[config.mk]
export PLATFORM = sky130hd
export DESIGN_NAME = spatial_modulation_mapper_flat
export DESIGN_NICKNAME = d
export VERILOG_FILES = /design/src/rtl/core/smm_pkg.sv /design/src/rtl/core/smm_req_if.sv /design/src/rtl/core/smm_rsp_if.sv /design/src/rtl/core/smm_csr.sv /design/src/rtl/core/smm_front.sv /design/src/rtl/core/smm_map.sv /design/src/rtl/core/smm_serial.sv /design/src/rtl/core/spatial_modulation_mapper.sv /design/src/flat_wrapper.sv
export SDC_FILE = /design/constraint.sdc
export NUM_CORES = 2
export LEC_CHECK = 0
export BUFFER_PORTS_ARGS = -buffer_cell sky130_fd_sc_hd__buf_2
export CORE_MARGIN = 10
export CORE_UTILIZATION = 41
export CTS_CLUSTER_DIAMETER = 200
export DETAILED_ROUTE_END_ITERATION = 8
export HOLD_SLACK_MARGIN = 0.05
export PLACE_DENSITY = 0.55
export SYNTH_ARGS = -nofsm -noshare
export SYNTH_HDL_FRONTEND = slang
export SYNTH_SLANG_ARGS = --single-unit
[constraint.sdc]
create_clock -name clock -period 24.9 [get_ports clock]
set_input_delay 3.735 -clock clock [delete_from_list [all_inputs] [get_ports clock]]
set_output_delay 3.735 -clock clock [all_outputs]
set_load 0.005 [all_outputs]
[src/rtl/core/smm_pkg.sv]
`timescale 1ns / 1ps

package smm_pkg;

   localparam int MAX_ANTENNAS = 8;
   localparam int MAX_ACTIVE   = 4;
   localparam int TABLE_DEPTH  = 64;
   localparam int SAMPLE_WIDTH = 16;

   localparam int BLOCK_BITS  = 22;
   localparam int ANT_W       = 3;
   localparam int LIST_W      = 12;
   localparam int INDEX_W     = 6;
   localparam int CODE_W      = 4;
   localparam int LEAD_W      = 7;
   localparam int ADDR_W      = (TABLE_DEPTH > 1) ? $clog2(TABLE_DEPTH) : 1;
   localparam int CSR_INDEX_W = 2;
   localparam int CSR_DATA_W  = 4;

   localparam logic [1:0] MOD_BPSK  = 2'd0;
   localparam logic [1:0] MOD_QPSK  = 2'd1;
   localparam logic [1:0] MOD_QAM16 = 2'd2;
   localparam logic [1:0] MOD_OFF   = 2'd3;

   localparam logic [CSR_INDEX_W-1:0] REG_SELECT_BITS   = 2'd0;
   localparam logic [CSR_INDEX_W-1:0] REG_MODULATION    = 2'd1;
   localparam logic [CSR_INDEX_W-1:0] REG_ANTENNA_COUNT = 2'd2;
   localparam logic [CSR_INDEX_W-1:0] REG_ACTIVE_COUNT  = 2'd3;

   typedef logic signed [SAMPLE_WIDTH-1:0] sample_type;
   typedef logic [CODE_W-1:0] code_type;

   typedef struct packed {
      logic [2:0] select_bits;
      logic [1:0] modulation;
      logic [3:0] antenna_count;
      logic [2:0] active_count;
   } cfg_type;

   // levels held with 30 fraction bits, rounded half up
   localparam int LVL_SHIFT = 30 - (SAMPLE_WIDTH - 2);
   localparam longint LVL_HALF = longint'(1) << (LVL_SHIFT - 1);
   localparam sample_type LVL_ONE =
      SAMPLE_WIDTH'((longint'(1073741824) + LVL_HALF) >> LVL_SHIFT);
   localparam sample_type LVL_RSQ2 =
      SAMPLE_WIDTH'((longint'(759250125) + LVL_HALF) >> LVL_SHIFT);
   localparam sample_type LVL_RSQ10 =
      SAMPLE_WIDTH'((longint'(339546978) + LVL_HALF) >> LVL_SHIFT);
   localparam sample_type LVL_3RSQ10 =
      SAMPLE_WIDTH'((longint'(1018640935) + LVL_HALF) >> LVL_SHIFT);

   // selector wraps onto the table depth, restoring remainder
   function automatic logic [ADDR_W-1:0] wrap_index(input logic [LEAD_W-1:0] raw);
      logic [13:0] rem;
      rem = {7'd0, raw};
      for (int k = LEAD_W - 1; k >= 0; k--) begin
         if (rem >= 14'(TABLE_DEPTH << k)) begin
            rem = rem - 14'(TABLE_DEPTH << k);
         end
      end
      return rem[ADDR_W-1:0];
   endfunction

endpackage

[src/rtl/core/smm_req_if.sv]
`timescale 1ns / 1ps

interface smm_req_if import smm_pkg::*; ();
   logic                      valid;
   logic                      ready;
   logic                      func;
   logic [INDEX_W-1:0]        table_index;
   logic [LIST_W-1:0]         antenna_list;
   logic [BLOCK_BITS-1:0]     bit_block;

   modport source (output valid, output func, output table_index, output antenna_list,
                   output bit_block, input ready);
   modport sink (input valid, input func, input table_index, input antenna_list,
                 input bit_block, output ready);
endinterface

[src/rtl/core/smm_rsp_if.sv]
`timescale 1ns / 1ps

interface smm_rsp_if import smm_pkg::*; ();
   logic             valid;
   logic             ready;
   logic [ANT_W-1:0] antenna;
   sample_type       real_part;
   sample_type       imag_part;
   logic             last;

   modport source (output valid, output antenna, output real_part, output imag_part,
                   output last, input ready);
   modport sink (input valid, input antenna, input real_part, input imag_part,
                 input last, output ready);
endinterface

[src/rtl/core/smm_csr.sv]
`timescale 1ns / 1ps

module smm_csr import smm_pkg::*; (
   input  logic                   clock,
   input  logic                   reset,
   input  logic                   csr_write_enable,
   input  logic [CSR_INDEX_W-1:0] csr_index,
   input  logic [CSR_DATA_W-1:0]  csr_write_data,
   output cfg_type                cfg
);

   logic [2:0] select_bits_ff;
   logic [1:0] modulation_ff;
   logic [3:0] antenna_count_ff;
   logic [2:0] active_count_ff;

   always_ff @(posedge clock) begin
      if (reset) begin
         select_bits_ff   <= 3'd2;
         modulation_ff    <= MOD_QPSK;
         antenna_count_ff <= 4'd4;
         active_count_ff  <= 3'd2;
      end else if (csr_write_enable) begin
         unique case (csr_index)
            REG_SELECT_BITS:   select_bits_ff   <= csr_write_data[2:0];
            REG_MODULATION:    modulation_ff    <= csr_write_data[1:0];
            REG_ANTENNA_COUNT: antenna_count_ff <= csr_write_data[3:0];
            REG_ACTIVE_COUNT:  active_count_ff  <= csr_write_data[2:0];
            default: ;
         endcase
      end
   end

   // counts capped at the build limits
   always_comb begin
      cfg.select_bits   = select_bits_ff;
      cfg.modulation    = modulation_ff;
      cfg.antenna_count = (int'(antenna_count_ff) > MAX_ANTENNAS) ?
                          4'(MAX_ANTENNAS) : antenna_count_ff;
      cfg.active_count  = (int'(active_count_ff) > MAX_ACTIVE) ?
                          3'(MAX_ACTIVE) : active_count_ff;
   end

endmodule

[src/rtl/core/smm_front.sv]
`timescale 1ns / 1ps

module smm_front import smm_pkg::*; (
   input  logic              clock,
   input  logic              reset,
   input  cfg_type           cfg,
   smm_req_if.sink           req,
   input  logic              s1_ready,
   output logic              s1_valid,
   output code_type          s1_code [MAX_ACTIVE],
   output logic [LIST_W-1:0] s1_entry
);

   logic [LIST_W-1:0] comb_mem [TABLE_DEPTH];
   logic              s1_valid_ff;
   logic              s1_valid_in;
   code_type          code_ff [MAX_ACTIVE];
   code_type          code_in [MAX_ACTIVE];
   logic [LIST_W-1:0] entry_ff;
   logic              fire;
   logic              load_en;
   logic              enc_en;
   logic [LEAD_W-1:0] lead;
   logic [LEAD_W-1:0] sel_raw;
   logic [ADDR_W-1:0] rd_addr;
   logic [2:0]        bps;
   logic [4:0]        first;
   logic [BLOCK_BITS-1:0] shifted;
   logic [CODE_W-1:0] nib;

   assign req.ready = !s1_valid_ff || s1_ready;
   assign fire      = req.valid && req.ready;
   assign load_en   = fire && !req.func && (int'(req.table_index) < TABLE_DEPTH);
   assign enc_en    = fire && req.func;
   assign s1_valid_in = enc_en;

   // earliest bit most significant
   always_comb begin
      for (int k = 0; k < LEAD_W; k++) begin
         lead[LEAD_W-1-k] = req.bit_block[k];
      end
      sel_raw = lead >> (3'd7 - cfg.select_bits);
      rd_addr = wrap_index(sel_raw);
   end

   always_comb begin
      unique case (cfg.modulation)
         MOD_BPSK: bps = 3'd1;
         MOD_QPSK: bps = 3'd2;
         default:  bps = 3'd4;
      endcase
      first   = '0;
      shifted = '0;
      nib     = '0;
      for (int i = 0; i < MAX_ACTIVE; i++) begin
         first   = 5'(cfg.select_bits) + 5'(int'(bps) * i);
         shifted = req.bit_block >> first;
         nib     = shifted[CODE_W-1:0];
         code_in[i] = CODE_W'({nib[0], nib[1], nib[2], nib[3]} >> (3'd4 - bps));
      end
   end

   always_ff @(posedge clock) begin
      if (reset) begin
         s1_valid_ff <= 1'b0;
      end else if (req.ready) begin
         s1_valid_ff <= s1_valid_in;
      end
   end

   always_ff @(posedge clock) begin
      if (load_en) begin
         comb_mem[req.table_index[ADDR_W-1:0]] <= req.antenna_list;
      end
      if (enc_en) begin
         entry_ff <= comb_mem[rd_addr];
      end
   end

   always_ff @(posedge clock) begin
      if (enc_en) begin
         code_ff <= code_in;
      end
   end

   assign s1_valid = s1_valid_ff;
   assign s1_code  = code_ff;
   assign s1_entry = entry_ff;

endmodule

[src/rtl/core/smm_map.sv]
`timescale 1ns / 1ps

module smm_map import smm_pkg::*; (
   input  logic              clock,
   input  logic              reset,
   input  cfg_type           cfg,
   input  logic              s1_valid,
   input  code_type          s1_code [MAX_ACTIVE],
   input  logic [LIST_W-1:0] s1_entry,
   output logic              s1_ready,
   input  logic              s3_take,
   output logic              s2_valid,
   output sample_type        s2_re [MAX_ANTENNAS],
   output sample_type        s2_im [MAX_ANTENNAS]
);

   typedef struct packed {
      sample_type re;
      sample_type im;
   } point_type;

   function automatic sample_type qam_level(input logic [1:0] n);
      sample_type mag;
      mag = n[0] ? LVL_RSQ10 : LVL_3RSQ10;
      return n[1] ? mag : -mag;
   endfunction

   function automatic point_type map_point(input logic [1:0] mode, input code_type n);
      point_type p;
      p.re = '0;
      p.im = '0;
      unique case (mode)
         MOD_BPSK: begin
            p.re = n[0] ? LVL_ONE : -LVL_ONE;
         end
         MOD_QPSK: begin
            p.re = n[1] ? LVL_RSQ2 : -LVL_RSQ2;
            p.im = n[0] ? LVL_RSQ2 : -LVL_RSQ2;
         end
         MOD_QAM16: begin
            p.re = qam_level(n[3:2]);
            p.im = qam_level(n[1:0]);
         end
         default: ;
      endcase
      return p;
   endfunction

   logic       s2_valid_ff;
   sample_type re_ff [MAX_ANTENNAS];
   sample_type im_ff [MAX_ANTENNAS];
   sample_type re_in [MAX_ANTENNAS];
   sample_type im_in [MAX_ANTENNAS];
   point_type  pt [MAX_ACTIVE];
   logic [ANT_W-1:0] ant [MAX_ACTIVE];

   assign s1_ready = !s2_valid_ff || s3_take;

   always_comb begin
      for (int i = 0; i < MAX_ACTIVE; i++) begin
         pt[i]  = map_point(cfg.modulation, s1_code[i]);
         ant[i] = s1_entry[ANT_W*i +: ANT_W];
      end
   end

   // later slot wins on a repeated antenna
   always_comb begin
      for (int a = 0; a < MAX_ANTENNAS; a++) begin
         re_in[a] = '0;
         im_in[a] = '0;
         for (int i = 0; i < MAX_ACTIVE; i++) begin
            if (i < int'(cfg.active_count) && int'(ant[i]) == a
                && a < int'(cfg.antenna_count)) begin
               re_in[a] = pt[i].re;
               im_in[a] = pt[i].im;
            end
         end
      end
   end

   always_ff @(posedge clock) begin
      if (reset) begin
         s2_valid_ff <= 1'b0;
      end else if (s1_ready) begin
         s2_valid_ff <= s1_valid && (cfg.antenna_count != 4'd0);
      end
   end

   always_ff @(posedge clock) begin
      if (s1_ready && s1_valid) begin
         re_ff <= re_in;
         im_ff <= im_in;
      end
   end

   assign s2_valid = s2_valid_ff;
   assign s2_re    = re_ff;
   assign s2_im    = im_ff;

endmodule

[src/rtl/core/smm_serial.sv]
`timescale 1ns / 1ps

module smm_serial import smm_pkg::*; (
   input  logic       clock,
   input  logic       reset,
   input  cfg_type    cfg,
   input  logic       s2_valid,
   input  sample_type s2_re [MAX_ANTENNAS],
   input  sample_type s2_im [MAX_ANTENNAS],
   output logic       s3_take,
   smm_rsp_if.source  rsp
);

   logic             s3_valid_ff;
   logic [ANT_W-1:0] idx_ff;
   sample_type       re_ff [MAX_ANTENNAS];
   sample_type       im_ff [MAX_ANTENNAS];
   logic             last;
   logic             beat;

   assign last    = (4'(idx_ff) + 4'd1) == cfg.antenna_count;
   assign beat    = s3_valid_ff && rsp.ready;
   assign s3_take = !s3_valid_ff || (rsp.ready && last);

   always_ff @(posedge clock) begin
      if (reset) begin
         s3_valid_ff <= 1'b0;
         idx_ff      <= '0;
      end else if (s3_take) begin
         s3_valid_ff <= s2_valid;
         idx_ff      <= '0;
      end else if (beat) begin
         idx_ff <= idx_ff + 3'd1;
      end
   end

   // results leave from the bottom of a shift line
   always_ff @(posedge clock) begin
      if (s3_take && s2_valid) begin
         re_ff <= s2_re;
         im_ff <= s2_im;
      end else if (beat) begin
         for (int a = 0; a < MAX_ANTENNAS - 1; a++) begin
            re_ff[a] <= re_ff[a+1];
            im_ff[a] <= im_ff[a+1];
         end
      end
   end

   assign rsp.valid     = s3_valid_ff;
   assign rsp.antenna   = idx_ff;
   assign rsp.real_part = re_ff[0];
   assign rsp.imag_part = im_ff[0];
   assign rsp.last      = last;

`ifndef NO_ASSERTIONS
   a_step_on_beat : assert property (@(posedge clock) disable iff (reset)
      (beat && !last) |=> (s3_valid_ff && idx_ff == $past(idx_ff) + 3'd1))
      else $error("antenna index did not step after a beat");

   a_hold_on_stall : assert property (@(posedge clock) disable iff (reset)
      (s3_valid_ff && !rsp.ready) |=> (s3_valid_ff && $stable(idx_ff) && $stable(re_ff[0])))
      else $error("serialiser state moved while stalled");

   a_drain_empty : assert property (@(posedge clock) disable iff (reset)
      (s3_take && !s2_valid) |=> !s3_valid_ff)
      else $error("serialiser busy with nothing loaded");
`endif

endmodule

[src/rtl/core/spatial_modulation_mapper.sv]
`timescale 1ns / 1ps

// Spatial modulation mapper. A load beat (func 0) writes one antenna combination entry and
// gives no result; an encode beat (func 1) gives one result per transmit antenna, antenna 0
// first, with last on the final one. Input beats are taken every cycle while the pipeline has
// room: table read and bit slicing, constellation mapping and antenna scatter, then an output
// shift line. rsp valid rises once an encode item has passed the slicing, mapping and shift
// line valid registers; the shift line sends one result per cycle while rsp ready is high,
// so an encode item gives antenna_count results (up to 8, none when the count is zero) and
// the next item enters only as the last result leaves. The combination table has no reset;
// the user must write registers only with no item in flight; the block does not enforce it.

module spatial_modulation_mapper import smm_pkg::*; (
   input  logic                   clock,
   input  logic                   reset,
   smm_req_if.sink                req_if,
   smm_rsp_if.source              rsp_if,
   input  logic                   csr_write_enable,
   input  logic [CSR_INDEX_W-1:0] csr_index,
   input  logic [CSR_DATA_W-1:0]  csr_write_data
);

   cfg_type           cfg;
   logic              s1_valid;
   logic              s1_ready;
   code_type          s1_code [MAX_ACTIVE];
   logic [LIST_W-1:0] s1_entry;
   logic              s2_valid;
   logic              s3_take;
   sample_type        s2_re [MAX_ANTENNAS];
   sample_type        s2_im [MAX_ANTENNAS];

   smm_csr u_csr (
      .clock            (clock),
      .reset            (reset),
      .csr_write_enable (csr_write_enable),
      .csr_index        (csr_index),
      .csr_write_data   (csr_write_data),
      .cfg              (cfg)
   );

   smm_front u_front (
      .clock    (clock),
      .reset    (reset),
      .cfg      (cfg),
      .req      (req_if),
      .s1_ready (s1_ready),
      .s1_valid (s1_valid),
      .s1_code  (s1_code),
      .s1_entry (s1_entry)
   );

   smm_map u_map (
      .clock    (clock),
      .reset    (reset),
      .cfg      (cfg),
      .s1_valid (s1_valid),
      .s1_code  (s1_code),
      .s1_entry (s1_entry),
      .s1_ready (s1_ready),
      .s3_take  (s3_take),
      .s2_valid (s2_valid),
      .s2_re    (s2_re),
      .s2_im    (s2_im)
   );

   smm_serial u_serial (
      .clock    (clock),
      .reset    (reset),
      .cfg      (cfg),
      .s2_valid (s2_valid),
      .s2_re    (s2_re),
      .s2_im    (s2_im),
      .s3_take  (s3_take),
      .rsp      (rsp_if)
   );

endmodule

[src/flat_wrapper.sv]
// flat-port wrapper written by rule: the top's interface ports become plain ports
module spatial_modulation_mapper_flat import smm_pkg::*;
  (clock, reset, csr_write_enable, csr_index, csr_write_data, req_if_valid, req_if_func, req_if_table_index, req_if_antenna_list, req_if_bit_block, req_if_ready, rsp_if_valid, rsp_if_antenna, rsp_if_real_part, rsp_if_imag_part, rsp_if_last, rsp_if_ready);
  smm_req_if req_if_i ();
  smm_rsp_if rsp_if_i ();
  input  logic clock;
  input  logic reset;
  input  logic csr_write_enable;
  input  logic [CSR_INDEX_W-1:0] csr_index;
  input  logic [CSR_DATA_W-1:0] csr_write_data;
  input wire logic [$bits(req_if_i.valid)-1:0] req_if_valid;
  input wire logic [$bits(req_if_i.func)-1:0] req_if_func;
  input wire logic [$bits(req_if_i.table_index)-1:0] req_if_table_index;
  input wire logic [$bits(req_if_i.antenna_list)-1:0] req_if_antenna_list;
  input wire logic [$bits(req_if_i.bit_block)-1:0] req_if_bit_block;
  output wire logic [$bits(req_if_i.ready)-1:0] req_if_ready;
  output wire logic [$bits(rsp_if_i.valid)-1:0] rsp_if_valid;
  output wire logic [$bits(rsp_if_i.antenna)-1:0] rsp_if_antenna;
  output wire logic [$bits(rsp_if_i.real_part)-1:0] rsp_if_real_part;
  output wire logic [$bits(rsp_if_i.imag_part)-1:0] rsp_if_imag_part;
  output wire logic [$bits(rsp_if_i.last)-1:0] rsp_if_last;
  input wire logic [$bits(rsp_if_i.ready)-1:0] rsp_if_ready;
  assign req_if_i.valid = req_if_valid;
  assign req_if_i.func = req_if_func;
  assign req_if_i.table_index = req_if_table_index;
  assign req_if_i.antenna_list = req_if_antenna_list;
  assign req_if_i.bit_block = req_if_bit_block;
  assign req_if_ready = req_if_i.ready;
  assign rsp_if_valid = rsp_if_i.valid;
  assign rsp_if_antenna = rsp_if_i.antenna;
  assign rsp_if_real_part = rsp_if_i.real_part;
  assign rsp_if_imag_part = rsp_if_i.imag_part;
  assign rsp_if_last = rsp_if_i.last;
  assign rsp_if_i.ready = rsp_if_ready;
  spatial_modulation_mapper u_core (.clock(clock), .reset(reset), .req_if(req_if_i), .rsp_if(rsp_if_i), .csr_write_enable(csr_write_enable), .csr_index(csr_index), .csr_write_data(csr_write_data));
endmodule
==> metrics <==
Pwr Total 4.14 mW; DRC 0; Seq cells post-synth 1,086; clock latency on the worst-skew pair 0.73 ns; R2R setup slack 19.85 ns; clk slew on worst S/H paths 0.06 ns; clk_skew 0.0480 ns; critical path class input port to output pin; Worst-Margin Slew 1.40 ns; P_int 3.14 mW; Worst R2R End u_core.u_front.s1_entry[7]; fin cells 5,699; Post-Syn Nets 4,069; reg-to-reg startpoint u_core.u_csr.select_bits_ff[1]; Placeable Area 120,000 sq um; postcts setup bufs 0; Critical Path Sink req_if_ready; Worst setup SP type input port; Total GRT Usage 20.4%; Post-synth EDFFs 1,068; HPWL after DPL 86.6 mm; pin count of the biggest net entering global routing 177; initial core utilization 41.3%; First DRT Iteration DRCs 3,423; CP max FO 7; Top FF cell, synth edfxtp_1; via count 32,927; FFs w/ async S/R, synth 0%; Combinational Power Share 9.2%; FF-to-FF path depth 9; gpl congestion 0.873; routed len/inst 25.0 um; final setup fails 0; outcome complete, no violations; switch share 24.2%; post-layout util 46.2%; Arr. time, crit path 5.30 ns; Die Y 368 um; synthesized area 49,600 sq um; Gate Count Post-Synth 3,998; Switching Power 1.00 mW; port bufs 89; syn_area_per_cell 12.4 sq um; Hold Path Class flip-flop to flip-flop; clk sink count 1,086; clock period minus worst slack 9.04 ns; nets 4,064; Final Cycle Share 36.3%; CTS Hold Buffers Added 0; Critical Path RT 21.16 ns; post-route ant nets 0; Worst Setup SP rsp_if_ready; die width 368 um; worst vdd ir 0.0629 mV; vias in the first global route 31,412; hold_ws 0.394 ns; Ys Warns 0; most frequent cells in the layout 1,068 x edfxtp_1, 740 x nand2_1, 420 x nand3_1; H-tree Lvls 3; 1st-pass router iterations 6; die area 135,000 sq um; grt total ovfl 0; RSZ-0062 raised after global routing false; share of cells above drive strength 1 14.7%; first-pass GRT wire length 211 mm; # Max-Cap Violations 0; Rel. slew slack 6.17%; Seq pwr share 49.5%; Total Wirelength 143 mm; Clock Tree Root clkbuf_16; row count 127; Seq/Total Area, Yosys 65.3%; PwrDens 74.5 nW/um^2; final hold vios 0; maximum buffer depth of the clock tree 3; # IOs 90; synth unique cells 73; CTS Buf Count 112; Leakage 18.8 nW; Critical Path Sink Type output pin; setup_tns 0 ns; commonest non-fill, non-tap cell in the layout edfxtp_1; TritonCTS clock tree yes; Clk network pwr share 41.3%; Final Slew Violations 0; area grow syn2layout 11.8%; initial antenna violation count 7; fmax 111 MHz; post-cts resize count 0; placed insts 5,491; post-DR vias/cell 5.78
[cell usage after synthesis, types with 7 or more instances]
cell type / instances / share of area [%]
buf_2: 29 / 0.29
nand4_1: 30 / 0.38
a21o_1: 31 / 0.47
a211o_1: 12 / 0.21
inv_1: 28 / 0.21
mux4_2: 52 / 2.4
nor4_1: 17 / 0.21
or3_1: 11 / 0.14
mux2i_1: 165 / 3.3
and2_1: 14 / 0.18
xnor2_1: 7 / 0.12
nand2b_1: 30 / 0.38
o31a_1: 8 / 0.14
o31ai_1: 15 / 0.23
a311oi_1: 7 / 0.12
nor2_1: 139 / 1.1
a221oi_1: 16 / 0.28
nand3b_1: 11 / 0.17
o21ai_0: 162 / 1.6
buf_4: 33 / 0.50
nor2b_1: 22 / 0.28
nand3_1: 421 / 4.2
clkbuf_1: 242 / 1.8
dfxtp_1: 18 / 0.73
nand2_1: 741 / 5.6
o21ai_1: 33 / 0.33
a21oi_1: 81 / 0.82
nor3_1: 47 / 0.47
o22ai_1: 101 / 1.3
o211ai_1: 118 / 1.8
ha_1: 16 / 0.40
edfxtp_1: 1068 / 65
buf_1: 19 / 0.14
mux2_2: 130 / 2.9
or4_1: 26 / 0.39
o21a_1: 10 / 0.15
[worst max-delay path, stage by stage]
cell       delay, ns
buf_2           0.17
inv_1           0.12
o2111ai_1       0.99
buf_2           0.27
[power by group through the flow]
stage | clock network, mW | registers (mW) | logic [mW]
floorplan | 0 | 2.08 | 0.253
global placement | 0 | 2.09 | 0.376
detailed placement | 0 | 2.09 | 0.377
CTS | 1.74 | 2.05 | 0.379
global route | 1.81 | 2.05 | 0.414
finish | 1.71 | 2.05 | 0.379
[cell families (layout without fill, tap and decap cells)]
group,count (synthesis),in the layout,synth area share [%]
AND/OR/NAND/NOR,1540,1540,14.0
flip-flops,1086,1086,65.3
AO/OA/AOI/OAI,632,632,8.09
buffers and inverters,357,444,3.08
multiplexers,351,351,8.75
adder cells (fa/ha/maj),19,19,0.524
XOR/XNOR,13,13,0.229
other,0,2,0
[flip-flops by register name (all words and copies together) (netlist names)]
| register | flops |
|---|---|
| u_core.u_map.s2_valid | 1 |
| u_core.u_serial.rsp.valid | 1 |
| u_core.u_serial.re_ff | 66 |
| u_core.u_serial.rsp.antenna | 3 |
| u_core.u_serial.rsp.real_part | 9 |
| u_core.u_front.comb_mem | 768 |
| u_core.u_front.s1_entry | 12 |
| u_core.u_front.s1_code | 16 |
| u_core.u_csr.antenna_count_ff | 4 |
| u_core.u_csr.modulation_ff | 2 |
| u_core.u_front.s1_valid | 1 |
| u_core.u_map.s2_im | 60 |
| u_core.u_serial.im_ff | 53 |
| u_core.u_serial.rsp.imag_part | 8 |
| u_core.u_csr.active_count_ff | 3 |
| u_core.u_csr.select_bits_ff | 3 |
| u_core.u_map.s2_re | 76 |
[cell type report]
| class | count | area, sq um |
|---|---|---|
| Clock buffer | 139 | 2990 |
| Multi-Input combinational cell | 2555 | 15800 |
| Clock inverter | 67 | 776 |
| Fill cell | 10843 | 64600 |
| Antenna cell | 2 | 5.00 |
| Tap cell | 1612 | 2020 |
| Timing Repair Buffer | 209 | 1370 |
| Inverter | 29 | 109 |
| Sequential cell | 1086 | 32400 |
[worst min-delay path by stage]
stage	from	endpoint	slack [ns]	depth (start not counted)
floorplan	u_core.u_map.s2_im[10]	u_core.u_serial.im_ff[10]	0.40	0
global placement	u_core.u_map.s2_re[10]	u_core.u_serial.re_ff[10]	0.40	0
detailed placement	u_core.u_map.s2_re[15]	u_core.u_serial.re_ff[15]	0.41	0
CTS	u_core.u_map.s2_im[10]	u_core.u_serial.im_ff[10]	0.39	0
global route	u_core.u_map.s2_im[10]	u_core.u_serial.im_ff[10]	0.39	0
finish	u_core.u_map.s2_im[10]	u_core.u_serial.im_ff[10]	0.39	0
[per-stage QoR]
step                      worst slack (ns)  cell area, sq um
after floorplan                      15.43             49600
after global placement               16.01             51800
after detailed placement             15.99             51800
after CTS                            15.98             55500
after global routing                 15.90             55500
final                                15.86             55500
[per-layer routing]
metal  vias to the layer above  share of wire [%]  track usage, %
li1                      15022                  -               -
met1                     16376                 43            28.0
met3                       255                6.4            3.15
met2                      1264                 48            33.1
met5                         -              0.043               0
met4                        10                2.9            6.21
No activity file was read; power rests on OpenSTA's default activity.
